## config.mk

```make
export PLATFORM = sky130hd
export DESIGN_NAME = ultrasonic_echo_average_calibrate
export DESIGN_NICKNAME = d
export VERILOG_FILES = /design/src/rtl/core/uea_pkg.sv /design/src/rtl/core/ultrasonic_echo_average_calibrate.sv /design/src/rtl/core/uea_serial_div.sv /design/src/rtl/core/uea_scale_cal.sv
export VERILOG_INCLUDE_DIRS = /design/src /design/src/rtl/core
export SDC_FILE = /design/constraint.sdc
export NUM_CORES = 1
export LEC_CHECK = 0
export BUFFER_PORTS_ARGS = -buffer_cell sky130_fd_sc_hd__buf_2
export CAP_MARGIN = 10
export CELL_PAD_IN_SITES_DETAIL_PLACEMENT = 1
export CELL_PAD_IN_SITES_GLOBAL_PLACEMENT = 2
export CORE_MARGIN = 2
export CORE_UTILIZATION = 37
export CTS_BUF_LIST = sky130_fd_sc_hd__clkbuf_8
export CTS_CLUSTER_SIZE = 40
export DETAILED_ROUTE_END_ITERATION = 8
export PLACE_DENSITY_LB_ADDON = 0.3
export RECOVER_POWER = 50
export SYNTH_ARGS = -nofsm -noshare
export SYNTH_HDL_FRONTEND = slang
export SYNTH_HIERARCHICAL = 1
export SYNTH_SLANG_ARGS = --single-unit
```

## constraint.sdc

```tcl
create_clock -name clock -period 4.3 [get_ports clock]
set_input_delay 0.86 -clock clock [delete_from_list [all_inputs] [get_ports clock]]
set_output_delay 0.86 -clock clock [all_outputs]
set_load 0.02 [all_outputs]
```

## src/rtl/core/assert_macros.svh

```systemverilog
// ----------------------------------------------------------------------------
// Assertion macros
// Shared concurrent assertion forms, clocked on clock, off during reset.
// ----------------------------------------------------------------------------
`ifndef ASSERT_MACROS_SVH
`define ASSERT_MACROS_SVH

// Same-cycle implication
`define UEA_ASSERT_IMP(label, ante, cons) \
   label: assert property (@(posedge clock) disable iff (reset) (ante) |-> (cons)) \
      else $error("assertion failed");

// Next-cycle implication
`define UEA_ASSERT_NXT(label, ante, cons) \
   label: assert property (@(posedge clock) disable iff (reset) (ante) |=> (cons)) \
      else $error("assertion failed");

`endif

```

## src/rtl/core/uea_pkg.sv

```systemverilog
// ----------------------------------------------------------------------------
// uea_pkg
// Types and constants of the ultrasonic echo averager.
// ----------------------------------------------------------------------------
package uea_pkg;

   // field widths
   localparam int ECHO_W  = 16;
   localparam int DIST_W  = 21;
   localparam int CFG_W   = 21;
   localparam int COUNT_W = 20;
   localparam int SUM_W   = 26;
   localparam int FRAC_W  = 8;

   // serial divider geometry: (lin << 8) is the widest dividend
   localparam int DIV_N_W   = DIST_W + FRAC_W;
   localparam int DIV_D_W   = CFG_W;
   localparam int DIV_CNT_W = $clog2(DIV_N_W);

   // echo time to 0.01 mm: (avg * 17415) >> 10
   localparam int SCALE_W     = 15;
   localparam int PROD_W      = ECHO_W + SCALE_W;
   localparam logic [SCALE_W-1:0] SCALE_MUL = 15'd17415;
   localparam int SCALE_SHIFT = 10;

   // range ladder bounds and offsets
   localparam logic [DIST_W-1:0] RANGE_1 = 21'd10000;
   localparam logic [DIST_W-1:0] RANGE_2 = 21'd20000;
   localparam logic [DIST_W-1:0] RANGE_3 = 21'd30000;
   localparam logic [DIST_W-1:0] RANGE_4 = 21'd40000;
   localparam logic [DIST_W-1:0] RANGE_5 = 21'd50000;
   localparam logic [DIST_W-1:0] RANGE_6 = 21'd60000;
   localparam logic [DIST_W-1:0] OFS_SUB_2 = 21'd91;
   localparam logic [DIST_W-1:0] OFS_SUB_3 = 21'd99;
   localparam logic [DIST_W-1:0] OFS_SUB_4 = 21'd116;
   localparam logic [DIST_W-1:0] OFS_ADD_5 = 21'd90;
   localparam logic [DIST_W-1:0] OFS_ADD_6 = 21'd1970;
   localparam logic [DIST_W-1:0] OFS_ADD_7 = 21'd1610;

   // register map
   localparam int CSR_IDX_W = 2;
   localparam logic [CSR_IDX_W-1:0] REG_REFERENCE = 2'd0;
   localparam logic [CSR_IDX_W-1:0] REG_THICKNESS = 2'd1;
   localparam logic [CFG_W-1:0] THICKNESS_RESET = 21'd1000;

   // sequencer states
   typedef enum logic [2:0] {
      ST_ACCUM,
      ST_AVERAGE,
      ST_SCALE,
      ST_COUNT,
      ST_HOLD
   } state_type;

   // divider status
   typedef struct packed {
      logic busy;
      logic done;
   } div_status_type;

endpackage

```

## src/rtl/core/ultrasonic_echo_average_calibrate.sv

```systemverilog
// ----------------------------------------------------------------------------
// ultrasonic_echo_average_calibrate
// Averages blocks of SAMPLES echo times, converts to calibrated distance,
// linear measure against a reference and a Q8 plate count.
//
//   channel  direction  payload (low bit first)
//   req      in         echo_time[15:0]
//   rsp      out        calibrated_distance[20:0], linear_measure[20:0],
//                       plate_count[19:0], two zero bits
//   csr      in         index 0 reference_distance, 1 plate_thickness
//
// While the sequencer accumulates, req_tready is high and an item that does
// not close a block is taken at once. The item closing a block keeps
// req_tready low through the serial divide by SAMPLES, three scale/calibrate
// stages, the launch and serial divide by the plate thickness, the hold state
// and the output register load; both divides use the shared bit-serial divider.
// Synchronous reset clears the sum, count, sequencer and output valid, zeroes
// the reference and sets the thickness to THICKNESS_RESET; no clearing pass.
// A result waiting in the output register stalls only the next block's end.
// ----------------------------------------------------------------------------
`include "assert_macros.svh"

module ultrasonic_echo_average_calibrate #(
   parameter int SAMPLES = 50
) (
   input  logic                              clock,
   input  logic                              reset,
   input  logic                              req_tvalid,
   output logic                              req_tready,
   input  logic [15:0]                       req_tdata,   // echo_time[15:0]
   output logic                              rsp_tvalid,
   input  logic                              rsp_tready,
   // calibrated_distance[20:0], linear_measure[41:21], plate_count[61:42], zeros
   output logic [63:0]                       rsp_tdata,
   input  logic                              csr_we,
   input  logic [uea_pkg::CSR_IDX_W-1:0]     csr_index,
   input  logic [uea_pkg::CFG_W-1:0]         csr_wdata
);

   localparam int CountW = (SAMPLES > 1) ? $clog2(SAMPLES) : 1;
   localparam int SW     = uea_pkg::SUM_W;
   localparam int NW     = uea_pkg::DIV_N_W;

   uea_pkg::state_type state_ff, state_in;

   logic [uea_pkg::CFG_W-1:0]   ref_ff, thick_ff;
   logic [SW-1:0]               sum_ff, sum_in;
   logic [CountW-1:0]           cnt_ff, cnt_in;
   logic                        rsp_valid_ff, rsp_valid_in;
   logic [uea_pkg::DIST_W-1:0]  rsp_dist_ff, rsp_lin_ff;
   logic [uea_pkg::COUNT_W-1:0] rsp_count_ff, rsp_count_in;

   logic                        accept, last, load;
   logic [SW-1:0]               sum_add;
   logic [CountW:0]             cnt_next;

   logic                        div_start;
   logic [NW-1:0]               div_dividend;
   logic [uea_pkg::DIV_D_W-1:0] div_divisor;
   uea_pkg::div_status_type     div_status;
   logic [NW-1:0]               div_quotient;

   logic                        cal_start, cal_valid;
   logic [uea_pkg::DIST_W-1:0]  cal_dist, cal_lin;

   // shared serial divider
   uea_serial_div u_div (
      .clock    (clock),
      .reset    (reset),
      .start    (div_start),
      .dividend (div_dividend),
      .divisor  (div_divisor),
      .status   (div_status),
      .quotient (div_quotient)
   );

   // scale and range calibration
   uea_scale_cal u_cal (
      .clock     (clock),
      .reset     (reset),
      .in_valid  (cal_start),
      .avg       (div_quotient[uea_pkg::ECHO_W-1:0]),
      .ref_dist  (ref_ff),
      .out_valid (cal_valid),
      .distance  (cal_dist),
      .lin       (cal_lin)
   );

   // accumulation datapath
   always_comb begin
      accept   = req_tvalid & req_tready;
      sum_add  = sum_ff + SW'(req_tdata);
      cnt_next = {1'b0, cnt_ff} + 1'b1;
      last     = (cnt_next >= (CountW + 1)'(SAMPLES));
      sum_in   = sum_ff;
      cnt_in   = cnt_ff;
      if (accept) begin
         sum_in = last ? '0 : sum_add;
         cnt_in = last ? '0 : cnt_next[CountW-1:0];
      end
   end

   // sequencer
   always_comb begin
      state_in     = state_ff;
      req_tready   = 1'b0;
      div_start    = 1'b0;
      div_dividend = NW'(sum_add);
      div_divisor  = uea_pkg::DIV_D_W'(SAMPLES);
      cal_start    = 1'b0;
      load         = 1'b0;
      case (state_ff)
         uea_pkg::ST_ACCUM: begin
            req_tready = 1'b1;
            if (accept && last) begin
               div_start = 1'b1;
               state_in  = uea_pkg::ST_AVERAGE;
            end
         end
         uea_pkg::ST_AVERAGE: begin
            if (div_status.done) begin
               cal_start = 1'b1;
               state_in  = uea_pkg::ST_SCALE;
            end
         end
         uea_pkg::ST_SCALE: begin
            div_dividend = {cal_lin, uea_pkg::FRAC_W'(0)};
            div_divisor  = thick_ff;
            if (cal_valid) begin
               div_start = 1'b1;
               state_in  = uea_pkg::ST_COUNT;
            end
         end
         uea_pkg::ST_COUNT: begin
            if (div_status.done) state_in = uea_pkg::ST_HOLD;
         end
         uea_pkg::ST_HOLD: begin
            if (!rsp_valid_ff || rsp_tready) begin
               load     = 1'b1;
               state_in = uea_pkg::ST_ACCUM;
            end
         end
         default: state_in = uea_pkg::ST_ACCUM;
      endcase
   end

   // output register, count saturates at 20 bits
   always_comb begin
      if (div_quotient[NW-1:uea_pkg::COUNT_W] != '0) rsp_count_in = '1;
      else rsp_count_in = div_quotient[uea_pkg::COUNT_W-1:0];
      rsp_valid_in = rsp_valid_ff;
      if (load) rsp_valid_in = 1'b1;
      else if (rsp_tready) rsp_valid_in = 1'b0;
   end

   always_ff @(posedge clock) begin
      if (load) begin
         rsp_dist_ff  <= cal_dist;
         rsp_lin_ff   <= cal_lin;
         rsp_count_ff <= rsp_count_in;
      end
      if (reset) begin
         state_ff     <= uea_pkg::ST_ACCUM;
         sum_ff       <= '0;
         cnt_ff       <= '0;
         rsp_valid_ff <= 1'b0;
         ref_ff       <= '0;
         thick_ff     <= uea_pkg::THICKNESS_RESET;
      end else begin
         state_ff     <= state_in;
         sum_ff       <= sum_in;
         cnt_ff       <= cnt_in;
         rsp_valid_ff <= rsp_valid_in;
         if (csr_we && csr_index == uea_pkg::REG_REFERENCE) ref_ff <= csr_wdata;
         if (csr_we && csr_index == uea_pkg::REG_THICKNESS) thick_ff <= csr_wdata;
      end
   end

   assign rsp_tvalid = rsp_valid_ff;
   assign rsp_tdata  = {2'b00, rsp_count_ff, rsp_lin_ff, rsp_dist_ff};

   // checks
   `UEA_ASSERT_IMP(a_start_idle, div_start, !div_status.busy)
   `UEA_ASSERT_IMP(a_accum_div_idle, state_ff == uea_pkg::ST_ACCUM, !div_status.busy)
   `UEA_ASSERT_IMP(a_cnt_range, 1'b1, {1'b0, cnt_ff} < (CountW + 1)'(SAMPLES))
   `UEA_ASSERT_NXT(a_load_valid, load, rsp_tvalid)

endmodule

```

## src/rtl/core/uea_serial_div.sv

```systemverilog
// ----------------------------------------------------------------------------
// uea_serial_div
// Restoring divider, one quotient bit per cycle, quotient held after done.
// ----------------------------------------------------------------------------
module uea_serial_div (
   input  logic                              clock,
   input  logic                              reset,
   input  logic                              start,
   input  logic [uea_pkg::DIV_N_W-1:0]       dividend,
   input  logic [uea_pkg::DIV_D_W-1:0]       divisor,
   output uea_pkg::div_status_type           status,
   output logic [uea_pkg::DIV_N_W-1:0]       quotient
);

   localparam int N = uea_pkg::DIV_N_W;
   localparam int D = uea_pkg::DIV_D_W;

   logic [N-1:0]                    quo_ff, quo_in;
   logic [D-1:0]                    rem_ff, rem_in;
   logic [D-1:0]                    dsr_ff, dsr_in;
   logic [uea_pkg::DIV_CNT_W-1:0]   cnt_ff, cnt_in;
   logic                            busy_ff, busy_in;
   logic                            done_ff, done_in;

   logic [D:0]   trial;
   logic [D+1:0] diff;
   logic         ge;

   // trial subtract of the shifted partial remainder
   always_comb begin
      trial = {rem_ff, quo_ff[N-1]};
      diff  = {1'b0, trial} - {2'b00, dsr_ff};
      ge    = ~diff[D+1];
   end

   always_comb begin
      quo_in  = quo_ff;
      rem_in  = rem_ff;
      dsr_in  = dsr_ff;
      cnt_in  = cnt_ff;
      busy_in = busy_ff;
      done_in = 1'b0;
      if (start) begin
         quo_in  = dividend;
         rem_in  = '0;
         dsr_in  = divisor;
         cnt_in  = '0;
         busy_in = 1'b1;
      end else if (busy_ff) begin
         quo_in = {quo_ff[N-2:0], ge};
         rem_in = ge ? diff[D-1:0] : trial[D-1:0];
         cnt_in = cnt_ff + 1'b1;
         if (cnt_ff == uea_pkg::DIV_CNT_W'(N - 1)) begin
            busy_in = 1'b0;
            done_in = 1'b1;
         end
      end
   end

   always_ff @(posedge clock) begin
      quo_ff <= quo_in;
      rem_ff <= rem_in;
      dsr_ff <= dsr_in;
      if (reset) begin
         cnt_ff  <= '0;
         busy_ff <= 1'b0;
         done_ff <= 1'b0;
      end else begin
         cnt_ff  <= cnt_in;
         busy_ff <= busy_in;
         done_ff <= done_in;
      end
   end

   assign status.busy = busy_ff;
   assign status.done = done_ff;
   assign quotient    = quo_ff;

endmodule

```

## src/rtl/core/uea_scale_cal.sv

```systemverilog
// ----------------------------------------------------------------------------
// uea_scale_cal
// Scales the average echo time to 0.01 mm, applies the range ladder and
// forms the clamped linear measure. Three register stages.
// ----------------------------------------------------------------------------
module uea_scale_cal (
   input  logic                          clock,
   input  logic                          reset,
   input  logic                          in_valid,
   input  logic [uea_pkg::ECHO_W-1:0]    avg,
   input  logic [uea_pkg::CFG_W-1:0]     ref_dist,
   output logic                          out_valid,
   output logic [uea_pkg::DIST_W-1:0]    distance,
   output logic [uea_pkg::DIST_W-1:0]    lin
);

   localparam int W = uea_pkg::DIST_W;

   logic [W-1:0] raw_ff, raw_in;
   logic [W-1:0] dist_ff, dist_in;
   logic [W-1:0] lin_ff, lin_in;
   logic         s1_ff, s2_ff, s3_ff;

   logic [uea_pkg::PROD_W-1:0] prod;

   // stage 1: scale multiply
   always_comb begin
      prod   = uea_pkg::PROD_W'(avg) * uea_pkg::PROD_W'(uea_pkg::SCALE_MUL);
      raw_in = W'(prod >> uea_pkg::SCALE_SHIFT);
   end

   // stage 2: range ladder
   always_comb begin
      if (raw_ff < uea_pkg::RANGE_1)      dist_in = raw_ff;
      else if (raw_ff < uea_pkg::RANGE_2) dist_in = raw_ff - uea_pkg::OFS_SUB_2;
      else if (raw_ff < uea_pkg::RANGE_3) dist_in = raw_ff - uea_pkg::OFS_SUB_3;
      else if (raw_ff < uea_pkg::RANGE_4) dist_in = raw_ff - uea_pkg::OFS_SUB_4;
      else if (raw_ff < uea_pkg::RANGE_5) dist_in = raw_ff + uea_pkg::OFS_ADD_5;
      else if (raw_ff < uea_pkg::RANGE_6) dist_in = raw_ff + uea_pkg::OFS_ADD_6;
      else                                dist_in = raw_ff + uea_pkg::OFS_ADD_7;
   end

   // stage 3: reference minus distance, clamped at zero
   always_comb begin
      lin_in = (ref_dist > dist_ff) ? (ref_dist - dist_ff) : '0;
   end

   always_ff @(posedge clock) begin
      if (in_valid) raw_ff <= raw_in;
      if (s1_ff) dist_ff <= dist_in;
      if (s2_ff) lin_ff <= lin_in;
      if (reset) begin
         s1_ff <= 1'b0;
         s2_ff <= 1'b0;
         s3_ff <= 1'b0;
      end else begin
         s1_ff <= in_valid;
         s2_ff <= s1_ff;
         s3_ff <= s2_ff;
      end
   end

   assign out_valid = s3_ff;
   assign distance  = dist_ff;
   assign lin       = lin_ff;

endmodule
```

==> results of run 1 <==
## per-layer routing
layer | global-route usage, % | wire [um]
met5 | 0 | 0
met4 | 7.22 | 1840
met3 | 3.67 | 2100
met2 | 35.2 | 26500
met1 | 27.2 | 25400
## worst min-delay path by stage
stage	start	to	slack, ps	depth (start not counted)
after global placement	u_cal/distance[19]	rsp_dist_ff[19]	440	0
final	thick_ff[20]	thick_ff[20]	450	2
after detailed placement	u_cal/lin[16]	rsp_lin_ff[16]	440	0
after floorplan	u_cal/lin[18]	rsp_lin_ff[18]	420	0
after CTS	csr_wdata[5]	thick_ff[5]	410	3
after global routing	csr_wdata[5]	thick_ff[5]	450	3
## cell type report
cell class / instances / area [sq um]
Sequential cell: 284 / 7440
Timing Repair Buffer: 168 / 965
Inverter: 116 / 435
Fill cell: 5715 / 28900
Clock buffer: 58 / 798
Tap cell: 672 / 841
Multi-Input combinational cell: 1471 / 10500
Clock inverter: 38 / 258
## stage by stage
stage | power, uW | worst slack [ps]
finish | 6420 | 102
floorplan | 3600 | 7.71
detailed placement | 3810 | -55.6
global placement | 3790 | 19.7
global route | 6710 | -37.7
CTS | 6510 | 1.64
## where the power goes
part           internal (uW)  switching, uW  leakage [uW]
Combinational            296            484       0.00561
Sequential              2930           51.2       0.00252
Clock                   1420           1240      0.000577
Total                   4650           1770       0.00871
## cell usage in the layout, fill, tap and decap left out, types with 11 or more instances in the layout
cell,instances
a211oi_1,21
a21o_1,33
a21oi_1,165
a31oi_1,23
and2_1,15
and3_1,19
buf_2,83
buf_4,53
clkbuf_1,29
clkbuf_8,58
clkinv_2,11
dfxtp_1,109
edfxtp_1,175
fa_1,25
ha_1,181
inv_1,126
mux2_2,38
nand2_1,209
nand2b_1,14
nand3_1,56
nand3b_1,15
nand4_1,20
nor2_1,133
nor2b_1,21
nor3_1,32
nor4_1,12
o211ai_1,16
o21a_1,21
o21ai_0,91
or2_2,28
or3_1,15
xnor2_1,51
xor2_1,37
## critical path, delay by kind of cell, from the launching register on
family	cells	cell delay [ps]
DFF	1	400
buffers and inverters	4	220
AOI/OAI and AO/OA	5	1000
and+or+nand+nor	2	170
adders and majority gates	6	2160
## what timing repair did
| action | 4_1_cts | 5_1_grt |
|---|---|---|
| buffers inserted | 0 | 11 |
| endpoints found under the hold margin | 0 | 0 |
| pin swaps | 0 | 9 |
| endpoints found under the setup margin | 3 | 11 |
| resized for setup | 2 | 17 |
| gates cloned | 0 | 0 |
==> results.ini, run 1 <==
[run_status]
status = finished, violations left
violations = capacitance limit, slew limit

[power_and_ir_drop]
power.leakage_uw = 0.00871
cellPowerDensity_nw_per_um2 = 302
worst_ir_drop_vdd_mv = 0.168

[sta]
tns_ps = 0
hold_slack_ps = 451
hold_viol_final = 0
skew_ps = 18.2
final.period_utilization_pct = 97.6
finalSetupViolCount = 0
fin_crit_ps = 4200
drv_slew = 155
slew_headroom_pct = -113
fmax_mhz = 238
worst_pin_slew_ps = 3190

[worst_setup_path]
cp_slowest_cell = fa_1
critPathMaxFanout = 3
r2r_slack_ps = 100
critPathMaxStageDelay_ps = 530
arrival_ps = 4600
crit_start = u_div/quotient[6]
cp-start-kind = flip-flop
crit_required_ps = 4700
rr_worst_depth = 17
cp_cell_sequence = ha_1, ha_1, inv_1, fa_1, inv_1, ha_1, inv_1, fa_1, inv_1, ha_4, a21o_1, a21o_1, a21oi_2, nand2_1, o22ai_2, nor2_1, o31a_1
endpoint = u_cal/raw_ff[12]
reg2reg_to = u_cal/raw_ff[12]
path_common_cell = inv_1
r2r-start = u_div/quotient[6]
critPathKind = reg2reg
crit_path_end_kind = flip-flop

[drt]
wl_per_cell_um = 19.9
drc = 0
vias = 15200
drt-initial-drc-count = 801
drt-total-wl_um = 55900
ant_nets = 0
routed_via_density = 5.43
first_pass_iters = 5

[grt]
grt_pass1_wl_um = 87700
grt_antenna_before_repair = 0
grt_start_max_net_pins = 65
globalRouteOverflowTotal = 0
grt_pass1_vias = 15700
grtUsageTotal_pct = 21.0

[floorplan]
rows = 82
io_pins = 110
dieHeight_um = 229
die_area_sq_um = 52600
die_w_um = 229
coreArea_sq_um = 50200
start_util_pct = 37.4

[clock_tree]
cts_inserted_buffers = 51
clk_latency_ps = 640
h-tree-depth = 2
hold_buffers = 0
cts_root_buf = clkbuf_8
cts.reportedPaths.clkPinSlew_ps = 80
clock_path_buffers = 3
clock_sinks = 284
cts_tree = done

[synth]
syn_avg_cell_area_sq_um = 9.59
ys.warnings.count = 6
synth_area_sq_um = 18800
synth_cells = 1958

[place]
post-dp-hpwl_um = 42400
gp_congestion = 0.883
place_inst = 2700
place.port_buffers = 107
place_area_sq_um = 20100

[worst_hold_path]
hold_path_class = reg2reg

[cells_and_area]
syn2layout_area_growth_pct = 13.3
layout-drive-gt1-share_pct = 15.8
final_area_sq_um = 21300
final_util_pct = 42.4
insertedDiodeCount = 0
instances_no_fill = 2807
largest_reg_flops = 29
fin_nets = 2345

[job]
cap_viol_max_count = 3

Note: power is estimated with default switching activity, not from simulation.
==> run 2, diff against run 1 <==
--- a/config.mk
+++ b/config.mk
@@ -12,6 +12,5 @@
 export CELL_PAD_IN_SITES_GLOBAL_PLACEMENT = 2
 export CORE_MARGIN = 2
-export CORE_UTILIZATION = 37
-export CTS_BUF_LIST = sky130_fd_sc_hd__clkbuf_8
+export CORE_UTILIZATION = 36
 export CTS_CLUSTER_SIZE = 40
 export DETAILED_ROUTE_END_ITERATION = 8
==> constraint.sdc (replaced) <==
create_clock -name clock -period 4.3 [get_ports clock]
set_input_delay 0.86 -clock clock [delete_from_list [all_inputs] [get_ports clock]]
set_output_delay 0.86 -clock clock [all_outputs]
set_load 0.005 [all_outputs]
==> run 2 against run 1 <==
Against the previous run: the run still ends with capacitance limit, slew limit left; register-to-register slack improved by 40 ps; setup slack improved by 44 ps; global-route usage decreased by 0.37 points; wire length decreased by 0.52%; critical path type unchanged; largest cell class unchanged; highest routed layer is now met5.
==> results.ini, run 2 (synthesis results as in run 1) <==
[drt]
first_pass_iters = 5  ; unchanged
routed_via_density = 5.44  ; was 5.43
ant_nets = 0  ; unchanged
wl_per_cell_um = 20.0  ; was 19.9 um
drc = 0  ; unchanged
vias = 15100  ; was 15200
drt-total-wl_um = 55600  ; was 55900 um
drt-initial-drc-count = 732  ; was 801

[grt]
grt_antenna_before_repair = 1  ; was 0
grt_pass1_vias = 15700  ; about the same
grt_start_max_net_pins = 63  ; was 65
grtUsageTotal_pct = 20.6  ; was 21.0%
grt_pass1_wl_um = 87900  ; was 87700 um
globalRouteOverflowTotal = 0  ; unchanged

[worst_setup_path]
crit_buf_inv = 4  ; unchanged
crit_path_end_kind = flip-flop  ; unchanged
crit_required_ps = 4600  ; was 4700 ps
critPathKind = reg2reg  ; unchanged
arrival_ps = 4450  ; was 4600 ps
crit_family = adder cells  ; unchanged
cp_cell_sequence = ha_1, ha_1, inv_1, fa_1, inv_1, ha_1, inv_1, fa_1, inv_1, ha_2, a21o_1, a21o_1, a21oi_1, nand2_1, o22ai_2, nor2_1, o31a_1  ; was ha_1, ha_1, inv_1, fa_1, inv_1, ha_1, inv_1, fa_1, inv_1, ha_4, a21o_1, a21o_1, a21oi_2, nand2_1, o22ai_2, nor2_1, o31a_1
critPathMaxStageDelay_ps = 540  ; was 530 ps
cp_slowest_cell = fa_1  ; unchanged
cp-start-kind = flip-flop  ; unchanged
path_common_cell = inv_1  ; unchanged
critPathMaxFanout = 3  ; unchanged

[clock_tree]
clk_latency_ps = 550  ; was 640 ps
cts_inserted_buffers = 35  ; was 51
h-tree-depth = 2  ; unchanged
cts_tree = done  ; unchanged
clock_path_buffers = 3  ; unchanged
cts_root_buf = clkbuf_16  ; was clkbuf_8
cts.reportedPaths.clkPinSlew_ps = 60  ; was 80 ps
clock_sinks = 284  ; unchanged

[place]
place.port_buffers = 107  ; unchanged
post-dp-hpwl_um = 42000  ; was 42400 um
gp_congestion = 0.863  ; was 0.883
place_area_sq_um = 20100  ; about the same
place_inst = 2712  ; was 2700

[job]
cap_viol_max_count = 3  ; unchanged

[cells_and_area]
largest_reg_flops = 29  ; unchanged
syn2layout_area_growth_pct = 13.7  ; was 13.3%
final_area_sq_um = 21400  ; was 21300 sq um
final_util_pct = 41.5  ; was 42.4%
layout-drive-gt1-share_pct = 13.7  ; was 15.8%
fillCellCount = 5867  ; was 5715
layout_common_cells = nand2_1, ha_1, edfxtp_1  ; unchanged
insertedDiodeCount = 0  ; unchanged
final_common_cell = nand2_1  ; unchanged
instances_no_fill = 2777  ; was 2807
fin_nets = 2324  ; was 2345

[sta]
skew_ps = 29.2  ; was 18.2 ps
final.period_utilization_pct = 96.6  ; was 97.6%
finalSetupViolCount = 0  ; unchanged
hold_viol_final = 0  ; unchanged
fin_crit_ps = 4150  ; was 4200 ps
fmax_mhz = 241  ; was 238 MHz
rsz0062_at_grt = yes
drv_slew = 165  ; was 155
worst_pin_slew_ps = 2470  ; was 3190 ps
slew_headroom_pct = -65.0  ; was -113%

[worst_hold_path]
hold_path_class = reg2reg  ; unchanged

[floorplan]
die_area_sq_um = 54000  ; was 52600 sq um
io_pins = 110  ; unchanged
die_w_um = 232  ; was 229 um
rows = 83  ; was 82
coreArea_sq_um = 51400  ; was 50200 sq um
dieHeight_um = 232  ; was 229 um
start_util_pct = 36.5  ; was 37.4%

[power_and_ir_drop]
clkPwrFrac_pct = 45.9  ; was 41.5%
cellPowerDensity_nw_per_um2 = 325  ; was 302 nW/um^2
power.leakage_uw = 0.00861  ; was 0.00871 uW
p_seq_share_pct = 42.8  ; was 46.4%
p_comb_share_pct = 11.3  ; was 12.1%
p_int_uw = 5170  ; was 4650 uW
design_power_total_uw = 6950  ; was 6420 uW
worst_ir_drop_vdd_mv = 0.196  ; was 0.168 mV
p_switching_uw = 1780  ; was 1770 uW
swShare_pct = 25.6  ; was 27.6%

[run_status]
status = finished, violations left  ; unchanged
violations = capacitance limit, slew limit  ; unchanged

run 2: changes by cell type in the layout (fill, tap and decap cells not counted), moves of 3 or more:
cell        delta
clkbuf_8      -56
clkbuf_16     +38
clkbuf_1      +28
buf_2         -23
inv_1         -12
clkinv_2       -8
clkinvlp_4     -5
clkinv_1       -4
and2_0         +3
and2_1         -3
run 2: worst register-to-register path, stage by stage, from the launching register on:
cell      delay, ps
edfxtp_1        400
ha_1            310
ha_1            280
inv_1            50
fa_1            530
inv_1            50
ha_1            280
inv_1            60
fa_1            540
inv_1            50
ha_2            290
a21o_1          160
a21o_1          170
a21oi_1         180
nand2_1          90
o22ai_2         180
nor2_1           60
o31a_1          240
run 2: metrics by stage:
stage	setup TNS, ps	hold slack [ps]	setup slack (ps)
floorplan	0	417	7.71
global placement	0	437	85.5
detailed placement	-56.3	431	-55.7
CTS	0	446	6.25
global route	-45.8	469	-40.0
finish	0	446	146
run 2: power groups by stage:
stage | Combinational [uW] | Clock, uW | Sequential (uW)
2_1_floorplan | 585 | 0 | 3020
3_3_place_gp | 753 | 0 | 3030
3_5_place_dp | 772 | 0 | 3040
4_1_cts | 779 | 3280 | 2980
5_1_grt | 867 | 3370 | 2980
6_report | 782 | 3190 | 2980
run 2: final timing paths:
check	from	to	slack [ps]	cells past startpoint
max	u_div/quotient[2]	u_cal/raw_ff[12]	150	17
max reg2reg	u_div/quotient[2]	u_cal/raw_ff[12]	150	17
min reg2reg	u_cal/lin[18]	rsp_lin_ff[18]	450	0
min	u_cal/lin[18]	rsp_lin_ff[18]	450	0
run 2: per-layer routing:
layer | vias to the layer above | GRT usage [%] | wire, um
met3 | 83 | 2.87 | 1730
li1 | 7323 | - | -
met1 | 7482 | 26.8 | 25000
met4 | 2 | 6.41 | 1560
met5 | - | 0 | 13
met2 | 222 | 35.3 | 27200
run 2: layout make-up:
type | count | area [sq um] | area share, %
well taps | 680 | 851 | 3.98
flip-flops and latches | 284 | 7440 | 34.8
clock inverters | 15 | 219 | 1.03
clock buffers | 48 | 1010 | 4.72
repair buffers | 163 | 880 | 4.12
inverters | 116 | 435 | 2.04
multi-input cells | 1471 | 10500 | 49.3
run 2: repair_timing:
item	4_1_cts	5_1_grt
resized for setup	4	13
gates cloned	0	0
setup endpoints to repair	4	9
hold buffers	0	0
setup buffers	0	2
pin swaps	0	6
